--- config.mk ---
export PLATFORM = sky130hd
export DESIGN_NAME = dfir_mac
export DESIGN_NICKNAME = d
export VERILOG_FILES = /design/src/rtl/dfir_pkg.sv /design/src/rtl/dfir_mac.sv
export SDC_FILE = /design/constraint.sdc
export NUM_CORES = 1
export LEC_CHECK = 0
export ABC_AREA = 1
export BUFFER_PORTS_ARGS = -buffer_cell sky130_fd_sc_hd__buf_4
export CAP_MARGIN = 20
export CORE_UTILIZATION = 53
export CTS_CLUSTER_DIAMETER = 60
export DETAILED_ROUTE_END_ITERATION = 8
export PLACE_DENSITY = 0.7
export SYNTH_ARGS = -nofsm -noshare
export SYNTH_HDL_FRONTEND = slang
export SYNTH_SLANG_ARGS = --single-unit
--- constraint.sdc ---
create_clock -name clk -period 14.5 [get_ports clk]
set_input_delay 2.9 -clock clk [delete_from_list [all_inputs] [get_ports clk]]
set_output_delay 2.9 -clock clk [all_outputs]
set_load 0.01 [all_outputs]
--- src/rtl/dfir_pkg.sv ---
// Shared types and constants for the decimating FIR filter.
// No dependencies; every other file in rtl/ imports this package.
package dfir_pkg;

    localparam int SAMPLE_W  = 16;
    localparam int COEF_W    = 18;
    localparam int CIDX_W    = 8;
    localparam int OUT_W     = 25;
    localparam int CFG_W     = 9;
    localparam int CFG_IDX_W = 1;
    localparam int REQ_W     = 2;
    localparam int FRAC_W    = 17;

    localparam logic signed [OUT_W-1:0] OUT_MAX = 25'sh0FFFFFF;
    localparam logic signed [OUT_W-1:0] OUT_MIN = 25'sh1000000;

    typedef enum logic [REQ_W-1:0] {
        REQ_SAMPLE = 2'd0,
        REQ_COEF   = 2'd1,
        REQ_CLEAR  = 2'd2
    } req_t;

    typedef enum logic [CFG_IDX_W-1:0] {
        CFG_TAP_COUNT  = 1'b0,
        CFG_DECIMATION = 1'b1
    } cfg_idx_t;

    typedef enum logic [1:0] {
        CM_HOLD,
        CM_ROTATE,
        CM_SHIFT,
        CM_CLEAR
    } cell_mode_t;

    typedef enum logic [1:0] {
        ST_IDLE,
        ST_MAC,
        ST_DRAIN,
        ST_FINISH
    } state_t;

    typedef struct packed {
        logic clr;
        logic vld;
    } mac_ctl_t;

endpackage

--- src/rtl/dfir_mac.sv ---
// Pipelined multiply-accumulate with round-half-up by 2^17 and 25-bit saturation.
// Depends on dfir_pkg.
module dfir_mac #(
    parameter int ACC_W = 43
) (
    input  logic                                 clk,
    input  logic                                 rst_n,
    input  dfir_pkg::mac_ctl_t                   ctl,
    input  logic signed [dfir_pkg::SAMPLE_W-1:0] sample,
    input  logic signed [dfir_pkg::COEF_W-1:0]   coef,
    output logic signed [dfir_pkg::OUT_W-1:0]    result
);
    import dfir_pkg::*;

    localparam int PROD_W = SAMPLE_W + COEF_W;
    localparam int SH_W   = ACC_W - FRAC_W;

    logic signed [SAMPLE_W-1:0] samp_reg;
    logic                       v1_reg;
    logic signed [PROD_W-1:0]   prod_reg;
    logic                       v2_reg;
    logic signed [ACC_W-1:0]    acc_reg;
    logic signed [ACC_W-1:0]    acc_next;
    logic signed [ACC_W-1:0]    rnd;
    logic signed [SH_W-1:0]     shifted;

    // stage 1 lines the sample up with the registered RAM read
    always_ff @(posedge clk or negedge rst_n)
    begin
        if (!rst_n)
        begin
            v1_reg <= 1'b0;
            v2_reg <= 1'b0;
        end
        else if (ctl.clr)
        begin
            v1_reg <= 1'b0;
            v2_reg <= 1'b0;
        end
        else
        begin
            v1_reg <= ctl.vld;
            v2_reg <= v1_reg;
        end
    end

    always_comb
    begin
        acc_next = acc_reg;
        if (ctl.clr)
        begin
            acc_next = '0;
        end
        else if (v2_reg)
        begin
            acc_next = acc_reg + ACC_W'(prod_reg);
        end
    end

    always_ff @(posedge clk)
    begin
        samp_reg <= sample;
        prod_reg <= samp_reg * coef;
        acc_reg  <= acc_next;
    end

    assign rnd     = acc_reg + (ACC_W'(1) <<< (FRAC_W - 1));
    assign shifted = rnd[ACC_W-1:FRAC_W];

    always_comb
    begin
        if (shifted > SH_W'(OUT_MAX))
        begin
            result = OUT_MAX;
        end
        else if (shifted < SH_W'(OUT_MIN))
        begin
            result = OUT_MIN;
        end
        else
        begin
            result = shifted[OUT_W-1:0];
        end
    end

endmodule

# After elaboration in Yosys (flattened, before gate mapping)
# Index checks and enable logic that the tools add are counted.
[word_totals]
reg_bits = 95
input_bits = 38
output_inout_bits = 25
wordCells = 14
[classes]
n_addsub = 2
multipliers = 1
n_lt_le_gt_ge = 2
mux = 4
[op_table]
columns = ["operator", "n"]
rows = [
  ["2-to-1 mux 25 bit", 2],
  ["adder 43 x 18 -> 43 bit (second input constant)", 1],
  ["adder 43 x 34 -> 43 bit", 1],
  ["multiplier 16 x 18 -> 34 bit", 1],
  ["greater-than comparator 26 x 25 -> 1 bit (second input constant)", 1],
  ["less-than comparator 26 x 25 -> 1 bit (second input constant)", 1],
  ["2-to-1 mux 1 bit", 2],
]

# Depth between registers and ports, before layout
# Gate-level depths: netlist (run 1).
[depth]
ltp_word = 4
mapped_depth = 29
ltp_nobuf = 27

# Least setup slack after synthesis (run 1)
# Ideal clock, no wire load.
[synth_timing]
path_type = "input to register"
startpoint = "in coef[7] in the netlist's numbering"
endpoint = "reg prod_reg[33]"
arrival_ns = 8.061
required_time_ns = 14.376
slack_ns = 6.315
path_stages = 21
n_path_buf = 2
path_cell_list = "clkbuf_1 > clkbuf_1 > nand2_1 > fa_1 > inv_1 > fa_1 > inv_1 > fa_1 > inv_1 > fa_1 > fa_1 > inv_1 > fa_1 > inv_1 > ha_1 > nand2_1 > nor2_1 > nand2_1 > o21ai_0 > a21oi_1 > xor2_1"
[synth_via]
elab_chain_cells = 1
[synth_rtl]
columns = ["item", "line", "source"]
rows = [
  ["start: declaration", "dfir_mac.sv:10", "input logic signed [dfir_pkg::COEF_W-1:0] coef,"],
  ["multiplier 16 x 18 -> 34 bit", "dfir_mac.sv:63", "prod_reg <= samp_reg * coef;"],
  ["end signal: assignment", "dfir_mac.sv:63", ""],
  ["end: declaration", "dfir_mac.sv:20", "logic signed [PROD_W-1:0] prod_reg;"],
]
# Every way passes these cells.
# A chain may end at the register's enable or synchronous reset.

# Worst setup path after layout (run 1)
[layout_timing]
startpoint = "in coef[17] in the netlist's numbering"
endpoint = "reg prod_reg[28]"
# Same word-level chain as after synthesis.

==> metrics.csv, run 1 <==
metric;value;unit
drv_slew;0;
h-tree-depth;3;
synth_edf_count;0;
synthToLayoutAreaGrowth;6.048;%
max-cap-violations;0;
syn-cell-area;0.01823;sq mm
vias_per_cell;5.067;
critPathKind;input port to flop;
largest_reg_flops;43;
wl_met1;20.51;mm
seqCellArea;0.001912;sq mm
overflow;0;
start_util;0.5408;
cts_sinks;95;
num_vias;15510;
synthTopCellsByArea;fa_1 (32%), inv_1 (15%), nand2_1 (14%);
grt_max_degree;47;
ys_seq_area_frac;0.1049;
grt_use_total;0.2880;
antenna_found_initial;0;
die_y;187.4;microns
drc;0;
yosysTopAreaCellShare;0.3196;
hold_depth;2;
syn_avg_cell_area;6.999;sq um
crit_chain;buf_4 > nand2_1 > inv_1 > fa_1 > inv_1 > fa_1 > inv_1 > fa_1 > fa_1 > fa_1 > inv_1 > fa_1 > inv_1 > ha_1 > nand2_1 > nor3_1 > nand4_1 > nand3_1 > nand2_1 > nand2_1 > nand2_1 > nand3_1 > nand2_1;
place.gp.congestion;0.9546;
finalSetupViolCount;0;
cp-end-kind;flop;
place_hpwl;40.49;mm
top_layer;met4;
hp-start;acc_reg[0];
crit_required;14.77;ns
clk_latency;0.39;ns
first_pass_iters;7;
max_stage_delay;0.65;ns
core_area;0.03370;sq mm
cts-root-buf;clkbuf_16;
worstMarginPinSlew;0.9764;ns
drive_above_1_share;0.04516;
rsz0062_at_grt;false;
crit_family;adder cells;
synthMuxAreaShare;0;
final_cells;3061;
wl_met3;2.263;mm
synth_xor_area_frac;0.03172;
fmax;117.5;MHz
clk_path_buf_depth;2;
synthesis.nets;3062;
cts_tree;done;
status;finished, final reports clean;
timing.rr.start;samp_reg[8];
cts_setup_buffers;0;
cp.arrival;8.78;ns
hold_viol_final;0;
drt_wl_total;48.07;mm
holdBufCountCts;0;
ys_warn_count;0;
ant_nets;0;
wl_per_cell;15.70;microns
synth-compound-area-share;0.06460;
clk_pin_slew;0.08;ns
tns;0;ns
ys_ff_latch;95;
slowest_stage;nor3_1;
synthFlopType;dfxtp_1;
numCtsBuffers;9;
diodes;0;
die_w;187.4;microns
cp_num_buf_inv;6;
critPathMaxFanout;16;
holdWs;0.4727;ns
io_buffer_count;62;
synth_top_family_by_area;adder cells;
met2_length;23.95;mm
grt_pass1_wl;80.75;mm
rows;67;
dp_cells;3045;
whs_endpoint;acc_reg[0];
fin_skew;0.02353;ns
drtIter0Drc;952;
synth-simple-area-share;0.2230;
grt_pass1_vias;16240;
finalCriticalPeriod;8.511;ns
synth_top_cell_by_area;fa_1;
cts_resized;0;
hold_path.class;flop to flop;
nets;3066;
multi_input_area;0.01326;sq mm
synth_cell_types;42;
r2r_end;prod_reg[28];
maxSlewHeadroom;0.3482;
dieArea;0.03514;sq mm
worst_r2r_path_depth;22;
startpoint_type;input port;
yosys.area_share.adder;0.4082;
io_pins;63;
ys_async_sr_fraction;0.02105;
n_fill_cell;3337;
ff2ff_setup_slack;7.83;ns
netlist_instances;2604;
fin_util;0.5736;
min_period_over_period;0.5870;
[synth_stat cells (all sizes together), types with 5 or more instances]
cell    number
nand4       24
nand2      676
a21boi       5
buf          6
nand3       79
xnor2       17
a21o         8
o21bai      14
a21oi      105
ha         129
o21ai       70
fa         291
clkbuf      74
inv        726
nor2       179
xor2        49
or2         11
dfxtp       93
nor3        23
nor4         6
[layout by cell type, fill, tap and decap left out, drive strengths merged]
cell type | synthesis | final
xor2 | 49 | 49
o21a | 2 | 2
ha | 129 | 129
clkinv | 1 | 4
and2 | 1 | 1
a31o | 1 | 1
inv | 726 | 730
nand3 | 79 | 79
nand4 | 24 | 24
or2 | 11 | 11
o2111ai | 1 | 1
o211ai | 3 | 3
o21bai | 14 | 14
a211oi | 1 | 1
dfrtp | 2 | 2
nand2b | 1 | 1
clkbuf | 74 | 9
a31oi | 3 | 3
fa | 291 | 291
nor4 | 6 | 6
o221ai | 2 | 2
dfxtp | 93 | 93
nand2 | 676 | 676
a21boi | 5 | 5
and3 | 1 | 1
nor2 | 179 | 179
buf | 6 | 73
a21oi | 105 | 105
o21ai | 70 | 70
xnor2 | 17 | 17
nor3 | 23 | 23
a21o | 8 | 8
[worst reg2reg max path: stages (launching register included)]
cell and delay [ns]:
dfxtp_1 0.97, nand2_1 0.17, fa_1 0.56, inv_1 0.06, fa_1 0.50, inv_1 0.05
fa_1 0.52, inv_1 0.05, fa_1 0.46, fa_1 0.54, inv_1 0.05, fa_1 0.53
inv_1 0.04, ha_1 0.36, nand4_1 0.15, nor3_1 0.61, nand4_1 0.24, nand3_1 0.28
nand2_1 0.08, nand2_1 0.10, nand2_1 0.10, nand3_1 0.08, nand2_1 0.06
[per-layer routing]
layer | up-vias | global-route usage
met5 | - | 0
met4 | 0 | 0.08943
met3 | 82 | 0.03208
met2 | 416 | 0.5217
met1 | 7413 | 0.3579
li1 | 7598 | -
[how the worst max path moves through the flow]
stage | depth (start not counted) | slack, ns | from | end
floorplan | 21 | 6.31 | coef[7] | prod_reg[33]
global placement | 23 | 5.65 | coef[17] | prod_reg[28]
detailed placement | 23 | 5.58 | coef[17] | prod_reg[28]
CTS | 23 | 5.96 | coef[17] | prod_reg[28]
global route | 23 | 5.63 | coef[17] | prod_reg[28]
finish | 23 | 5.99 | coef[17] | prod_reg[28]
[through the flow]
stage | worst slack (ns) | area [sq um]
floorplan | 6.315 | 18230
global placement | 5.651 | 19010
detailed placement | 5.577 | 19010
CTS | 5.959 | 19330
global route | 5.632 | 19330
finish | 5.989 | 19330
[final cells by class]
class                   count  area share
inverters                 727      0.1412
multi-input cells        1702      0.6860
well taps                 448     0.02900
clock inverters             7    0.004855
repair buffers             73     0.02835
clock buffers               9     0.01165
flip-flops and latches     95     0.09891
[cell families after synthesis]
group           Yosys count
simple gates           1001
buf+inv                 807
fa+ha+maj               420
compound gates          215
flops                    95
xor+xnor                 66
Power of run 1 is not shown: default switching activity piles up to over one toggle a cycle in this logic, so the estimate is an artifact.
==> run 2: changes to the inputs <==
clock period = 8.4 ns   (was 14.5 ns; I/O delays follow)
==> run 2 against run 1 <==
Against the previous run: wire length up 2.1%; first-iteration DRC count shrank 0.74%; hold slack gained 0.0086 ns; final area unchanged.
==> metrics.csv, run 2 (same netlist as run 1, synthesis figures left out) <==
metric;value;unit
io_buffer_count;62;
worstMarginPinSlew;0.8905;ns
clk_path_buf_depth;2;
num_vias;15490;
nets;3067;
hold_viol_final;0;
overflow;0;
min_period_over_period;0.8569;
cts_sinks;95;
rsz0062_at_grt;false;
numCtsBuffers;9;
drt_wl_total;49.09;mm
n_fill_cell;3310;
drtIter0Drc;945;
drive_above_1_share;0.04552;
cp-end-kind;flop;
worst_r2r_path_depth;21;
die_w;187.4;microns
status;finished, final reports clean;
ant_nets;0;
wl_per_cell;16.03;microns
core_area;0.03370;sq mm
io_pins;63;
cts-root-buf;clkbuf_16;
cts_tree;done;
critPathMaxFanout;16;
tns;0;ns
diodes;0;
final_common_cell;inv_1;
vias_per_cell;5.059;
holdBufCountCts;0;
cp.arrival;7.47;ns
cts_setup_buffers;0;
startpoint_type;input port;
crit_required;8.67;ns
place.gp.congestion;0.9556;
hold_path.class;flop to flop;
fin_skew;0.02399;ns
holdWs;0.4813;ns
fmax;138.9;MHz
hold_depth;2;
h-tree-depth;3;
dieArea;0.03514;sq mm
critPathKind;input port to flop;
clk_pin_slew;0.08;ns
start_util;0.5408;
cts_resized;0;
finalSetupViolCount;0;
rows;67;
maxSlewHeadroom;0.4055;
ff2ff_setup_slack;1.77;ns
antenna_found_initial;0;
drv_slew;0;
grt_max_degree;47;
grt_pass1_wl;82.28;mm
drc;0;
clk_latency;0.39;ns
grt_pass1_vias;16640;
finalCriticalPeriod;7.198;ns
die_y;187.4;microns
largest_reg_flops;43;
seqCellArea;0.001912;sq mm
multi_input_area;0.01326;sq mm
max-cap-violations;0;
fin_util;0.5736;
place_hpwl;41.48;mm
grt_use_total;0.2947;
most-common-layout-cells;inv_1 (722), nand2_1 (672), fa_1 (291);
synthToLayoutAreaGrowth;6.048;%
first_pass_iters;5;
==> run 2: cell count changes in the layout (fill, tap and decap cells not counted), sizes merged <==
cell,change
inv,-2
buf,+1
clkinv,+2
==> run 2: area by class of cell <==
| cell class | instances | share of cell area |
|---|---|---|
| Tap cell | 448 | 0.02900 |
| Sequential cell | 95 | 0.09891 |
| Inverter | 727 | 0.1412 |
| Multi-Input combinational cell | 1702 | 0.6860 |
| Clock buffer | 9 | 0.01165 |
| Clock inverter | 7 | 0.004467 |
| Timing Repair Buffer | 74 | 0.02874 |
==> run 2: worst max-delay path: stages <==
cell and delay [ns]:
buf_4 0.17, nand2_1 0.13, inv_1 0.08, fa_1 0.55, inv_1 0.14, fa_1 0.56, inv_1 0.05, fa_1 0.52
fa_1 0.45, fa_1 0.54, inv_1 0.05, fa_1 0.52, inv_1 0.04, ha_1 0.36, nand2_1 0.14, nor3_1 0.58
nand4_1 0.22, nand3_1 0.27, nand2_1 0.08, nand2_1 0.11, nand2_1 0.09, nand3_1 0.08, nand2_1 0.05
==> run 2: per-layer routing <==
layer  GRT usage  vias to the layer above  routed length [microns]
li1            -                     7595                        -
met1      0.3563                     7361                    20670
met2      0.5306                      435                    24380
met3     0.04034                       99                     2336
met4      0.1119                        0                     1704
met5           0                        -                        0
==> run 2: final timing paths <==
kind	to	from
max	prod_reg[28]	coef[17]
min	acc_reg[0]	acc_reg[0]
max reg2reg	prod_reg[28]	samp_reg[15]
min reg2reg	acc_reg[0]	acc_reg[0]
max in group asynchronous	v1_reg	rst_n
min in group asynchronous	v2_reg	rst_n
==> run 2: per-stage QoR <==
stage	instance area [sq um]	setup WS, ns	cells
after global routing	19330	0.8218	3062
after CTS	19330	1.139	3062
after detailed placement	19020	0.7296	3046
after floorplan	18230	1.435	2604
final	19330	1.202	3062
after global placement	19020	0.8073	3046
Power of run 2 is left out for the same reason.
