File: config.mk
export PLATFORM = sky130hd
export DESIGN_NAME = dfir_cell
export DESIGN_NICKNAME = d
export VERILOG_FILES = /design/src/rtl/dfir_pkg.sv /design/src/rtl/dfir_cell.sv
export SDC_FILE = /design/constraint.sdc
export NUM_CORES = 1
export LEC_CHECK = 0
export BUFFER_PORTS_ARGS = -buffer_cell sky130_fd_sc_hd__buf_2
export CAP_MARGIN = 20
export CORE_MARGIN = 4
export CORE_UTILIZATION = 35
export DETAILED_ROUTE_END_ITERATION = 8
export HOLD_SLACK_MARGIN = 0.08
export PLACE_DENSITY_LB_ADDON = 0.2
export SLEW_MARGIN = 40
export SYNTH_ARGS = -nofsm -noshare
export SYNTH_HDL_FRONTEND = slang
export SYNTH_SLANG_ARGS = --single-unit
export TNS_END_PERCENT = 5
File: constraint.sdc
create_clock -name clk -period 0.9 [get_ports clk]
set_input_delay 0.045 -clock clk [delete_from_list [all_inputs] [get_ports clk]]
set_output_delay 0.045 -clock clk [all_outputs]
set_load 0.02 [all_outputs]
File: src/rtl/dfir_pkg.sv
// Shared types and constants for the decimating FIR filter.
// No dependencies; every other file in rtl/ imports this package.
package dfir_pkg;

    localparam int SAMPLE_W  = 16;
    localparam int COEF_W    = 18;
    localparam int CIDX_W    = 8;
    localparam int OUT_W     = 25;
    localparam int CFG_W     = 9;
    localparam int CFG_IDX_W = 1;
    localparam int REQ_W     = 2;
    localparam int FRAC_W    = 17;

    localparam logic signed [OUT_W-1:0] OUT_MAX = 25'sh0FFFFFF;
    localparam logic signed [OUT_W-1:0] OUT_MIN = 25'sh1000000;

    typedef enum logic [REQ_W-1:0] {
        REQ_SAMPLE = 2'd0,
        REQ_COEF   = 2'd1,
        REQ_CLEAR  = 2'd2
    } req_t;

    typedef enum logic [CFG_IDX_W-1:0] {
        CFG_TAP_COUNT  = 1'b0,
        CFG_DECIMATION = 1'b1
    } cfg_idx_t;

    typedef enum logic [1:0] {
        CM_HOLD,
        CM_ROTATE,
        CM_SHIFT,
        CM_CLEAR
    } cell_mode_t;

    typedef enum logic [1:0] {
        ST_IDLE,
        ST_MAC,
        ST_DRAIN,
        ST_FINISH
    } state_t;

    typedef struct packed {
        logic clr;
        logic vld;
    } mac_ctl_t;

endpackage

File: src/rtl/dfir_cell.sv
// One history cell: holds a sample, shifts in from the left, rotates from the right, or clears.
// Depends on dfir_pkg.
module dfir_cell (
    input  logic                                 clk,
    input  logic                                 rst_n,
    input  dfir_pkg::cell_mode_t                 mode,
    input  logic signed [dfir_pkg::SAMPLE_W-1:0] left_in,
    input  logic signed [dfir_pkg::SAMPLE_W-1:0] right_in,
    output logic signed [dfir_pkg::SAMPLE_W-1:0] q
);
    import dfir_pkg::*;

    logic signed [SAMPLE_W-1:0] q_reg;
    logic signed [SAMPLE_W-1:0] q_next;

    always_comb
    begin
        case (mode)
            CM_HOLD:   q_next = q_reg;
            CM_ROTATE: q_next = right_in;
            CM_SHIFT:  q_next = left_in;
            CM_CLEAR:  q_next = '0;
            default:   q_next = q_reg;
        endcase
    end

    always_ff @(posedge clk or negedge rst_n)
    begin
        if (!rst_n)
        begin
            q_reg <= '0;
        end
        else
        begin
            q_reg <= q_next;
        end
    end

    assign q = q_reg;

endmodule

Word level (Yosys, flattened, before mapping):

Cells that the tools add are included.

* equal/unequal tests: 3
* muxes and demuxes: 1
* reductions and logical operators: 1

Operators with widths (number)
* case mux 16 bit (3 select lines): 1
* == test 2 bit (second input constant): 2
* == test 2 x 1 -> 1 bit (second input constant): 1
* zero test 2 bit: 1

* bits in registers: 16
* bits of input ports: 36
* output and inout port bits: 16
* word-level logic and storage cells: 6

Logic depth before layout (Yosys ltp):

Gate-level depths: netlist of run 1.

* word-level depth: 2
* mapped depth: 5
* mapped depth without buffers: 2

Worst setup path after synthesis of run 1:

OpenSTA, ideal clock, no wires.

* kind: reg-to-reg
* start: register, netlist name q[10]
* end: register q_reg[10] (netlist: q[10])
* setup time: 0.130 ns
* arrival: 0.641 ns
* data required time: 0.770 ns
* slack: 0.129 ns
* cell stages (with the launch flop): 3
* path buffers: 0
* period minus slack after synthesis: 0.771 ns
* path through: dfrtp_1 mux2i_1 o2bb2ai_1

RTL lines
* end signal, assigned: RTL line dfir_cell.sv:35 `q_reg <= q_next;`
* end, declared: RTL line dfir_cell.sv:13 `logic signed [SAMPLE_W-1:0] q_reg;`

Worst setup path after layout of run 1:

* start: register q_reg[8] (netlist: q[8])
* end: output q[8] (netlist bit)

RTL lines
* end, declared: RTL line dfir_cell.sv:9 `output logic signed [dfir_pkg::SAMPLE_W-1:0] q`

No word-level cell between the ends.

==> impl_metrics.json, run 1 <==
{
  "async_reset_ff_frac": 1.00,
  "largest_register_ffs": 16,
  "avgViaCountPerCell": 4.49,
  "yosysUniqueCellTypes": 7,
  "die_area_sq_mm": 0.00305,
  "routed_wirelength_mm": 2.36,
  "seqCellArea_sq_um": 400,
  "antenna_found_initial": 0,
  "grt_pass1_wl_mm": 4.04,
  "synth_mux_area_frac": 0.205,
  "synth_edf_count": 0,
  "cts_sinks": 16,
  "start_util": 0.383,
  "netlist_area_sq_um": 782,
  "vias": 749,
  "route.detailed.drc": 0,
  "dr.pass1.iters": 4,
  "crit_required_ns": 0.85,
  "cp_top_family": "flip-flops",
  "drtAntennaViolNets": 0,
  "worstPathArrival_ns": 0.84,
  "num_rows": 16,
  "clk_latency_ns": 0.28,
  "yosysWarnings": 0,
  "grt_max_degree": 17,
  "power_mw": 1.83,
  "cp_max_fo": 2,
  "cp_cell_sequence": "buf_2",
  "die-height_um": 55.3,
  "cts.clk_slew.worst_paths_ns": 0.10,
  "grt_usage": 0.167,
  "rsz0062_at_grt": "true",
  "place_hpwl_mm": 1.48,
  "htreeDepth": 1,
  "endpoint_kind": "output port",
  "holdPathStages": 3,
  "min_period_over_period": 0.986,
  "yosys-top-cells-area": "dfrtp_1, mux2i_1, o2bb2ai_1",
  "placed_area_sq_mm": 0.00105,
  "cts_made_buffers": 3,
  "grt_remaining_overflow": 0,
  "final_max_slew_viol_count": 0,
  "critical_path_buf_inv_count": 1,
  "die_x_um": 55.3,
  "synth-xor-area-share": 0,
  "wl_per_cell_um": 14.1,
  "worst_path_max_delay_cell": "dfrtp_1",
  "place_congestion": 0.742,
  "yosysSeqAreaShare": 0.512,
  "dr.first_iter.drc_count": 13,
  "yosys.area.top_type_share": 0.512,
  "synth_cells": 55,
  "drive_gt1_frac": 0.436,
  "portBuffers": 51,
  "synth_top_area_cell": "dfrtp_1",
  "p_leak_nw": 0.727,
  "synth_compound_area_frac": 0.179,
  "ios": 52,
  "multiInputGateArea_sq_um": 314,
  "finalInstanceArea_sq_mm": 0.00143,
  "synth_common_cells": "dfrtp_1, mux2i_1, o2bb2ai_1, buf_6, buf_8",
  "area_growth_pct": 82.2,
  "fin_worst_skew_ns": 0,
  "critPathLaunchType": "flop",
  "first_global_vias": 856,
  "run_status": "finished, final reports clean",
  "core-area_sq_mm": 0.00204,
  "max_cap_violations": 0,
  "slew_headroom": 0.727,
  "synth_fa_ha_area_frac": 0,
  "setup_violations": 0,
  "synth_top_flop_cell": "dfrtp_1",
  "synth_top_family_by_area": "multiplexers",
  "critPathMaxStageDelay_ns": 0.39,
  "fin_crit_ns": 0.888,
  "fillers": 165,
  "clockRootBuffer": "clkbuf_4",
  "hold_class": "in2reg",
  "cts_buffer_depth": 2,
  "synth_seq_cells": 16,
  "r2r_cells": 3,
  "worstMarginPinSlew_ns": 0.408,
  "crit_cells": 1,
  "synth_nets": 91,
  "synth-simple-area-share": 0.0176,
  "p_per_area_mw_per_mm2": 1290,
  "hold_violations": 0,
  "ir_drop_v": 0.00110,
  "syn_area_per_cell_sq_um": 14.2,
  "path_class": "reg2out",
  "fmax_mhz": 1130,
  "nets": 177,
  "cts_tree": "built",
  "antenna_cells": 0
}
[cell type report]
| cell class | count | area share |
|---|---|---|
| clock buffer | 4 | 0.0255 |
| multi-input combinational | 33 | 0.220 |
| sequential | 16 | 0.281 |
| tap | 27 | 0.0237 |
| timing repair buffer | 87 | 0.450 |
[placed cells by master (no fill, tap or decap)]
cell / netlist / final
buf_2: 0 / 49
dlygate4sd3_1: 0 / 31
mux2i_1: 16 / 16
o2bb2ai_1: 16 / 16
dfrtp_1: 16 / 16
clkbuf_4: 0 / 3
buf_4: 0 / 3
buf_6: 3 / 2
buf_12: 0 / 2
nor2b_4: 1 / 1
clkbuf_8: 0 / 1
[tightest hold or removal path: cells and delay by family]
family,cells,cell delay (ns)
AOI/OAI and AO/OA,1,0.15
buffers and inverters,1,0.08
muxes,1,0.05
[cells by family (layout without fill, tap and decap cells)]
family	count (synthesis)	in the layout
AO/OA/AOI/OAI	16	16
multiplexers	16	16
flip-flops	16	16
buffers and inverters	6	91
AND/OR/NAND/NOR	1	1
[per-layer routing]
layer	vias up	GRT usage	routed length [um]
met4	0	0.0729	21
met1	337	0.187	940
met5	-	0	0
li1	379	-	-
met3	4	0.0373	144
met2	29	0.301	1250
[per-stage QoR]
step	cells	TNS, ns	setup WS (ns)	hold slack, ns	utilization
2_1_floorplan	55	0	0.129	-0.251	-
3_3_place_gp	130	0	0.114	-0.0214	0.515
3_5_place_dp	130	0	0.0570	-0.0257	0.515
4_1_cts	165	0	0.00490	0.0810	0.684
5_1_grt	167	-0.0784	-0.0147	0.0876	0.698
6_report	167	0	0.0125	0.0810	0.698
[repair_timing]
item,in CTS,in global routing
hold buffers,31,0
setup buffers,0,2
setup endpoints to repair,0,12
endpoints found under the hold margin,32,0
resized for setup,0,4
[power breakdown]
part	total [mW]	switching [mW]	internal (mW)	leakage, nW
Sequential	0.815	0.0327	0.783	0.202
Clock	0.476	0.230	0.246	0.0210
Combinational	0.541	0.248	0.293	0.503
Total	1.83	0.510	1.32	0.727
[worst paths after layout]
kind | from | to | slack [ns]
setup / recovery | q[8]$_DFFE_PN0P_ | q[8] | 0.01
hold / removal | left_in[14] | q[14]$_DFFE_PN0P_ | 0.08
setup reg to reg | q[14]$_DFFE_PN0P_ | q[14]$_DFFE_PN0P_ | 0.07
hold reg to reg | q[1]$_DFFE_PN0P_ | q[1]$_DFFE_PN0P_ | 0.57
max in group asynchronous | rst_n | q[12]$_DFFE_PN0P_ | 0.46
min in group asynchronous | rst_n | q[6]$_DFFE_PN0P_ | 0.18
Power figures use the tool's default switching activity.
==> inputs of run 2 (changes only) <==
--- a/config.mk
+++ b/config.mk
@@ -10,7 +10,7 @@
 export CORE_MARGIN = 4
 export CORE_UTILIZATION = 35
 export DETAILED_ROUTE_END_ITERATION = 8
-export HOLD_SLACK_MARGIN = 0.08
+export HOLD_SLACK_MARGIN = 0.15
 export PLACE_DENSITY_LB_ADDON = 0.2
 export SLEW_MARGIN = 40
 export SYNTH_ARGS = -nofsm -noshare
==> run 2 against run 1 <==
Effect of this change: clock-buffer cell count did not move; combinational power rose by 1%; via count fell by 0.13%; global-route usage rose by 0.34 points; register-to-register slack got worse by 0.02 ns; worst hold slack improved by 0.10 ns; die area did not move; design area rose by 1.4%; total power rose by 0.47%; sequential cell count did not move; sequential share of layout area fell by 0.39 points.
==> impl_metrics.json, run 2 (synthesized netlist as in run 1, its figures left out) <==
{
  "cts_sinks": 16,
  "area_growth_pct": 84.8,
  "cp_max_fo": 2,
  "dr.first_iter.drc_count": 12,
  "cts_buffer_depth": 2,
  "fillers": 164,
  "place_hpwl_mm": 1.48,
  "run_status": "finished, final reports clean",
  "fmax_mhz": 1130,
  "htreeDepth": 1,
  "drive_gt1_frac": 0.430,
  "ios": 52,
  "p_leak_nw": 0.735,
  "setup_violations": 0,
  "clockRootBuffer": "clkbuf_4",
  "final_max_slew_viol_count": 0,
  "placed_cells": 130,
  "max_cap_violations": 0,
  "fin_worst_skew_ns": 0,
  "core-area_sq_mm": 0.00204,
  "cp_cell_sequence": "buf_2",
  "first_global_vias": 872,
  "slew_headroom": 0.730,
  "final.setup.tns_ns": 0,
  "crit_required_ns": 0.85,
  "worstPathArrival_ns": 0.84,
  "vias": 748,
  "avgViaCountPerCell": 4.43,
  "cts_tree": "built",
  "num_rows": 16,
  "hold_violations": 0,
  "drtAntennaViolNets": 0,
  "endpoint_kind": "output port",
  "reg2reg_slack_ns": 0.05,
  "dr.pass1.iters": 3,
  "ir_drop_v": 0.00112,
  "nets": 179,
  "fin_crit_ns": 0.886,
  "grt_max_degree": 17,
  "seq_power_share": 0.443,
  "grt_usage": 0.171,
  "rsz0062_at_grt": "true",
  "final_util": 0.708,
  "min_period_over_period": 0.984,
  "r2r_start": "q[14]$_DFFE_PN0P_",
  "p_per_area_mw_per_mm2": 1270,
  "clock_power_share": 0.259,
  "p_int_mw": 1.33,
  "die_x_um": 55.3,
  "path_class": "reg2out",
  "critPathMaxStageDelay_ns": 0.39,
  "clk_latency_ns": 0.28,
  "largest_register_ffs": 16,
  "portBuffers": 51,
  "worstReg2RegEnd": "q[14]$_DFFE_PN0P_",
  "mostFrequentLayoutCell": "buf_2",
  "grt_remaining_overflow": 0,
  "worst_path_max_delay_cell": "dfrtp_1",
  "critical_path_buf_inv_count": 1,
  "place_congestion": 0.742,
  "p_sw_mw": 0.513,
  "antenna_cells": 0,
  "cts.clk_slew.worst_paths_ns": 0.10,
  "swShare": 0.279,
  "hold_class": "in2reg",
  "cp_top_family": "flip-flops",
  "die_area_sq_mm": 0.00305,
  "final_cell_mix": "buf_2, dlygate4sd3_1, mux2i_1, o2bb2ai_1, dfrtp_1",
  "worstMarginPinSlew_ns": 0.404,
  "cts_made_buffers": 3,
  "r2r_cells": 3,
  "antenna_found_initial": 0,
  "grt_pass1_wl_mm": 4.13,
  "routed_wirelength_mm": 2.39,
  "route.detailed.drc": 0,
  "wl_per_cell_um": 14.2,
  "die-height_um": 55.3,
  "holdPathStages": 3,
  "critPathLaunchType": "flop",
  "hold_end": "q[1]$_DFFE_PN0P_",
  "start_util": 0.383,
  "final_cells": 169,
  "comb_power_share": 0.298,
  "min_from": "mode[0]"
}
## run 2: area by class of cell
cell class,count,area (sq um),area share
multi-input cells,33,314,0.217
flip-flops and latches,16,400,0.277
repair buffers,89,661,0.457
clock buffers,4,36.3,0.0251
well taps,27,33.8,0.0234
## run 2: metal layers
metal | GRT usage | vias up | wire length, um
li1 | - | 383 | -
met1 | 0.193 | 332 | 962
met2 | 0.304 | 29 | 1280
met3 | 0.0373 | 4 | 130
met4 | 0.0764 | 0 | 21
met5 | 0 | - | 0
## run 2: metrics by stage
stage / hold WS (ns) / area [sq um] / setup WS, ns / power, mW
floorplan: -0.251 / 782 / 0.129 / 1.07
global placement: -0.0214 / 1050 / 0.114 / 1.23
detailed placement: -0.0257 / 1050 / 0.0570 / 1.25
CTS: 0.189 / 1420 / 0.00490 / 1.82
global route: 0.202 / 1450 / -0.0147 / 1.93
finish: 0.184 / 1450 / 0.0142 / 1.84
## run 2: worst max-delay path by stage
stage                           start           endpoint  slack [ns]  cells past startpoint
floorplan           q[10]$_DFFE_PN0P_  q[10]$_DFFE_PN0P_        0.13                      2
global placement              mode[1]  q[12]$_DFFE_PN0P_        0.11                      3
detailed placement            mode[1]  q[14]$_DFFE_PN0P_        0.06                      3
CTS                  q[8]$_DFFE_PN0P_               q[8]       0.005                      1
global route        q[11]$_DFFE_PN0P_              q[11]       -0.01                      1
finish               q[8]$_DFFE_PN0P_               q[8]        0.01                      1
## run 2: power by group through the flow
stage          Sequential (mW)  Clock, mW  Combinational, mW
6_report                 0.815      0.477              0.548
4_1_cts                  0.814      0.483              0.526
2_1_floorplan            0.911          0              0.154
3_3_place_gp             0.825          0              0.409
5_1_grt                  0.823      0.512              0.594
3_5_place_dp             0.828          0              0.418
## run 2: what timing repair did
item                       in CTS  in global routing
hold buffers                   33                  0
resized for setup               0                  4
buffers inserted                0                  2
hold endpoints to repair       32                  0
setup endpoints to repair       0                 12
==> inputs of run 3 (changes only) <==
--- a/config.mk
+++ b/config.mk
@@ -5,11 +5,12 @@
 export SDC_FILE = /design/constraint.sdc
 export NUM_CORES = 1
 export LEC_CHECK = 0
-export BUFFER_PORTS_ARGS = -buffer_cell sky130_fd_sc_hd__buf_2
 export CAP_MARGIN = 20
 export CORE_MARGIN = 4
 export CORE_UTILIZATION = 35
+export CTS_CLUSTER_SIZE = 40
 export DETAILED_ROUTE_END_ITERATION = 8
+export DONT_BUFFER_PORTS = 1
 export HOLD_SLACK_MARGIN = 0.15
 export PLACE_DENSITY_LB_ADDON = 0.2
 export SLEW_MARGIN = 40
==> run 3 against run 2 <==
Effect of this change: the flow now finishes with violations (negative hold slack); worst hold slack worse by 0.35 ns; clock skew did not move; total power is 10% lower; non-clock buffer count shrank 70; sequential share of layout area up 13 points; critical endpoint is now q[7].
==> impl_metrics.json, run 3 (synthesized netlist as in run 1, its figures left out) <==
{
  "run_status": "finished, violations left",
  "violations": "negative hold slack",
  "critical_path_buf_inv_count": 1,
  "clock_power_share": 0.276,
  "critPathLaunchType": "flop",
  "max_cap_violations": 0,
  "start_util": 0.383,
  "min_period_over_period": 0.962,
  "fin_crit_ns": 0.865,
  "htreeDepth": 1,
  "grt_max_degree": 18,
  "routed_wirelength_mm": 1.64,
  "r2r_start": "q[14]$_DFFE_PN0P_",
  "die-height_um": 55.3,
  "path_class": "reg2out",
  "dr.first_iter.drc_count": 10,
  "r2r_cells": 3,
  "wl_per_cell_um": 16.6,
  "p_per_area_mw_per_mm2": 1670,
  "seq_power_share": 0.500,
  "rsz0062_at_grt": "true",
  "power_mw": 1.65,
  "p_leak_nw": 0.461,
  "clockRootBuffer": "clkbuf_4",
  "cp_cell_sequence": "buf_6",
  "antenna_cells": 0,
  "endpoint_kind": "output port",
  "cts_made_buffers": 3,
  "holdBufCountCts": 1,
  "critPathMaxStageDelay_ns": 0.41,
  "num_rows": 16,
  "hold_slack_ns": -0.162,
  "core-area_sq_mm": 0.00204,
  "worstPathArrival_ns": 0.82,
  "holdPathStages": 1,
  "avgViaCountPerCell": 5.19,
  "timing.critical_path.from": "q[7]$_DFFE_PN0P_",
  "largest_register_ffs": 16,
  "portBuffers": 0,
  "min_from": "mode[0]",
  "slew_headroom": 0.529,
  "dr.pass1.iters": 2,
  "ios": 52,
  "clk_latency_ns": 0.27,
  "die_x_um": 55.3,
  "cp_top_family": "flip-flops",
  "swShare": 0.255,
  "crit_required_ns": 0.85,
  "final_cell_mix": "mux2i_1, o2bb2ai_1, buf_6, dfrtp_1, clkbuf_4",
  "setup_violations": 0,
  "final_max_slew_viol_count": 0,
  "cts_tree": "built",
  "first_global_vias": 558,
  "worst_path_max_delay_cell": "dfrtp_1",
  "p_sw_mw": 0.422,
  "cp_max_fo": 2,
  "antenna_found_initial": 0,
  "drive_gt1_frac": 0.319,
  "area_growth_pct": 26.6,
  "place_congestion": 0.645,
  "multiInputGateArea_sq_um": 314,
  "cts_buffer_depth": 2,
  "grt_usage": 0.115,
  "fmax_mhz": 1160,
  "ir_drop_v": 0.00102,
  "fillers": 187,
  "route.detailed.drc": 0,
  "vias": 514,
  "hold_class": "in2reg",
  "p_int_mw": 1.23,
  "grt_remaining_overflow": 0,
  "worstMarginPinSlew_ns": 0.705,
  "crit_cells": 1,
  "comb_power_share": 0.223,
  "die_area_sq_mm": 0.00305,
  "cts_sinks": 16,
  "nets": 109,
  "fin_worst_skew_ns": 0,
  "drtAntennaViolNets": 0,
  "hold_violations": 16,
  "seqCellArea_sq_um": 400,
  "cts.clk_slew.worst_paths_ns": 0.09,
  "grt_pass1_wl_mm": 2.80
}
run 3: cell types whose count changed in the layout (fill, tap and decap cells not counted):
| cell | change |
|---|---|
| buf_6 | +14 |
| buf_12 | -2 |
| buf_2 | -49 |
| dlygate4sd3_1 | -32 |
| buf_4 | -1 |
run 3: cell type report:
cell class              instances  area share
repair buffers                 19       0.207
well taps                      27      0.0341
flip-flops and latches         16       0.405
multi-input cells              33       0.317
clock buffers                   4      0.0367
run 3: power by group through the flow:
| stage | Combinational [mW] | Clock [mW] | Sequential, mW |
|---|---|---|---|
| after global routing | 0.396 | 0.530 | 0.836 |
| after global placement | 0.305 | 0 | 0.827 |
| after floorplan | 0.154 | 0 | 0.911 |
| after CTS | 0.324 | 0.489 | 0.816 |
| after detailed placement | 0.307 | 0 | 0.830 |
| final | 0.370 | 0.457 | 0.828 |
run 3: what timing repair did:
item | 4_1_cts | 5_1_grt
hold endpoints to repair | 32 | 16
gates resized for setup | 0 | 16
endpoints found under the setup margin | 0 | 16
buffers inserted | 0 | 2
run 3: routing by layer:
metal,vias up,GRT usage,share of wire
li1,247,-,-
met1,240,0.149,0.43
met2,25,0.172,0.50
met3,2,0.0396,0.071
met4,0,0.0521,0.0043
met5,-,0,0
run 3: final timing paths:
path | endpoint | slack [ns]
max | q[7] | 0.03
min | q[11]$_DFFE_PN0P_ | -0.16
max reg2reg | q[14]$_DFFE_PN0P_ | 0.06
min reg2reg | q[13]$_DFFE_PN0P_ | 0.60
max in group asynchronous | q[13]$_DFFE_PN0P_ | 0.21
min in group asynchronous | q[10]$_DFFE_PN0P_ | 0.25
run 3: through the flow:
stage                     cell area [sq um]  setup TNS (ns)  utilization  std cells  worst slack, ns
after floorplan                         782               0            -         55            0.129
after CTS                               915               0        0.448         97          0.00587
after global routing                    990         -0.0691        0.485         99          -0.0138
after detailed placement                868               0        0.425         92            0.198
final                                   990               0        0.485         99           0.0346
after global placement                  868               0        0.425         92            0.202
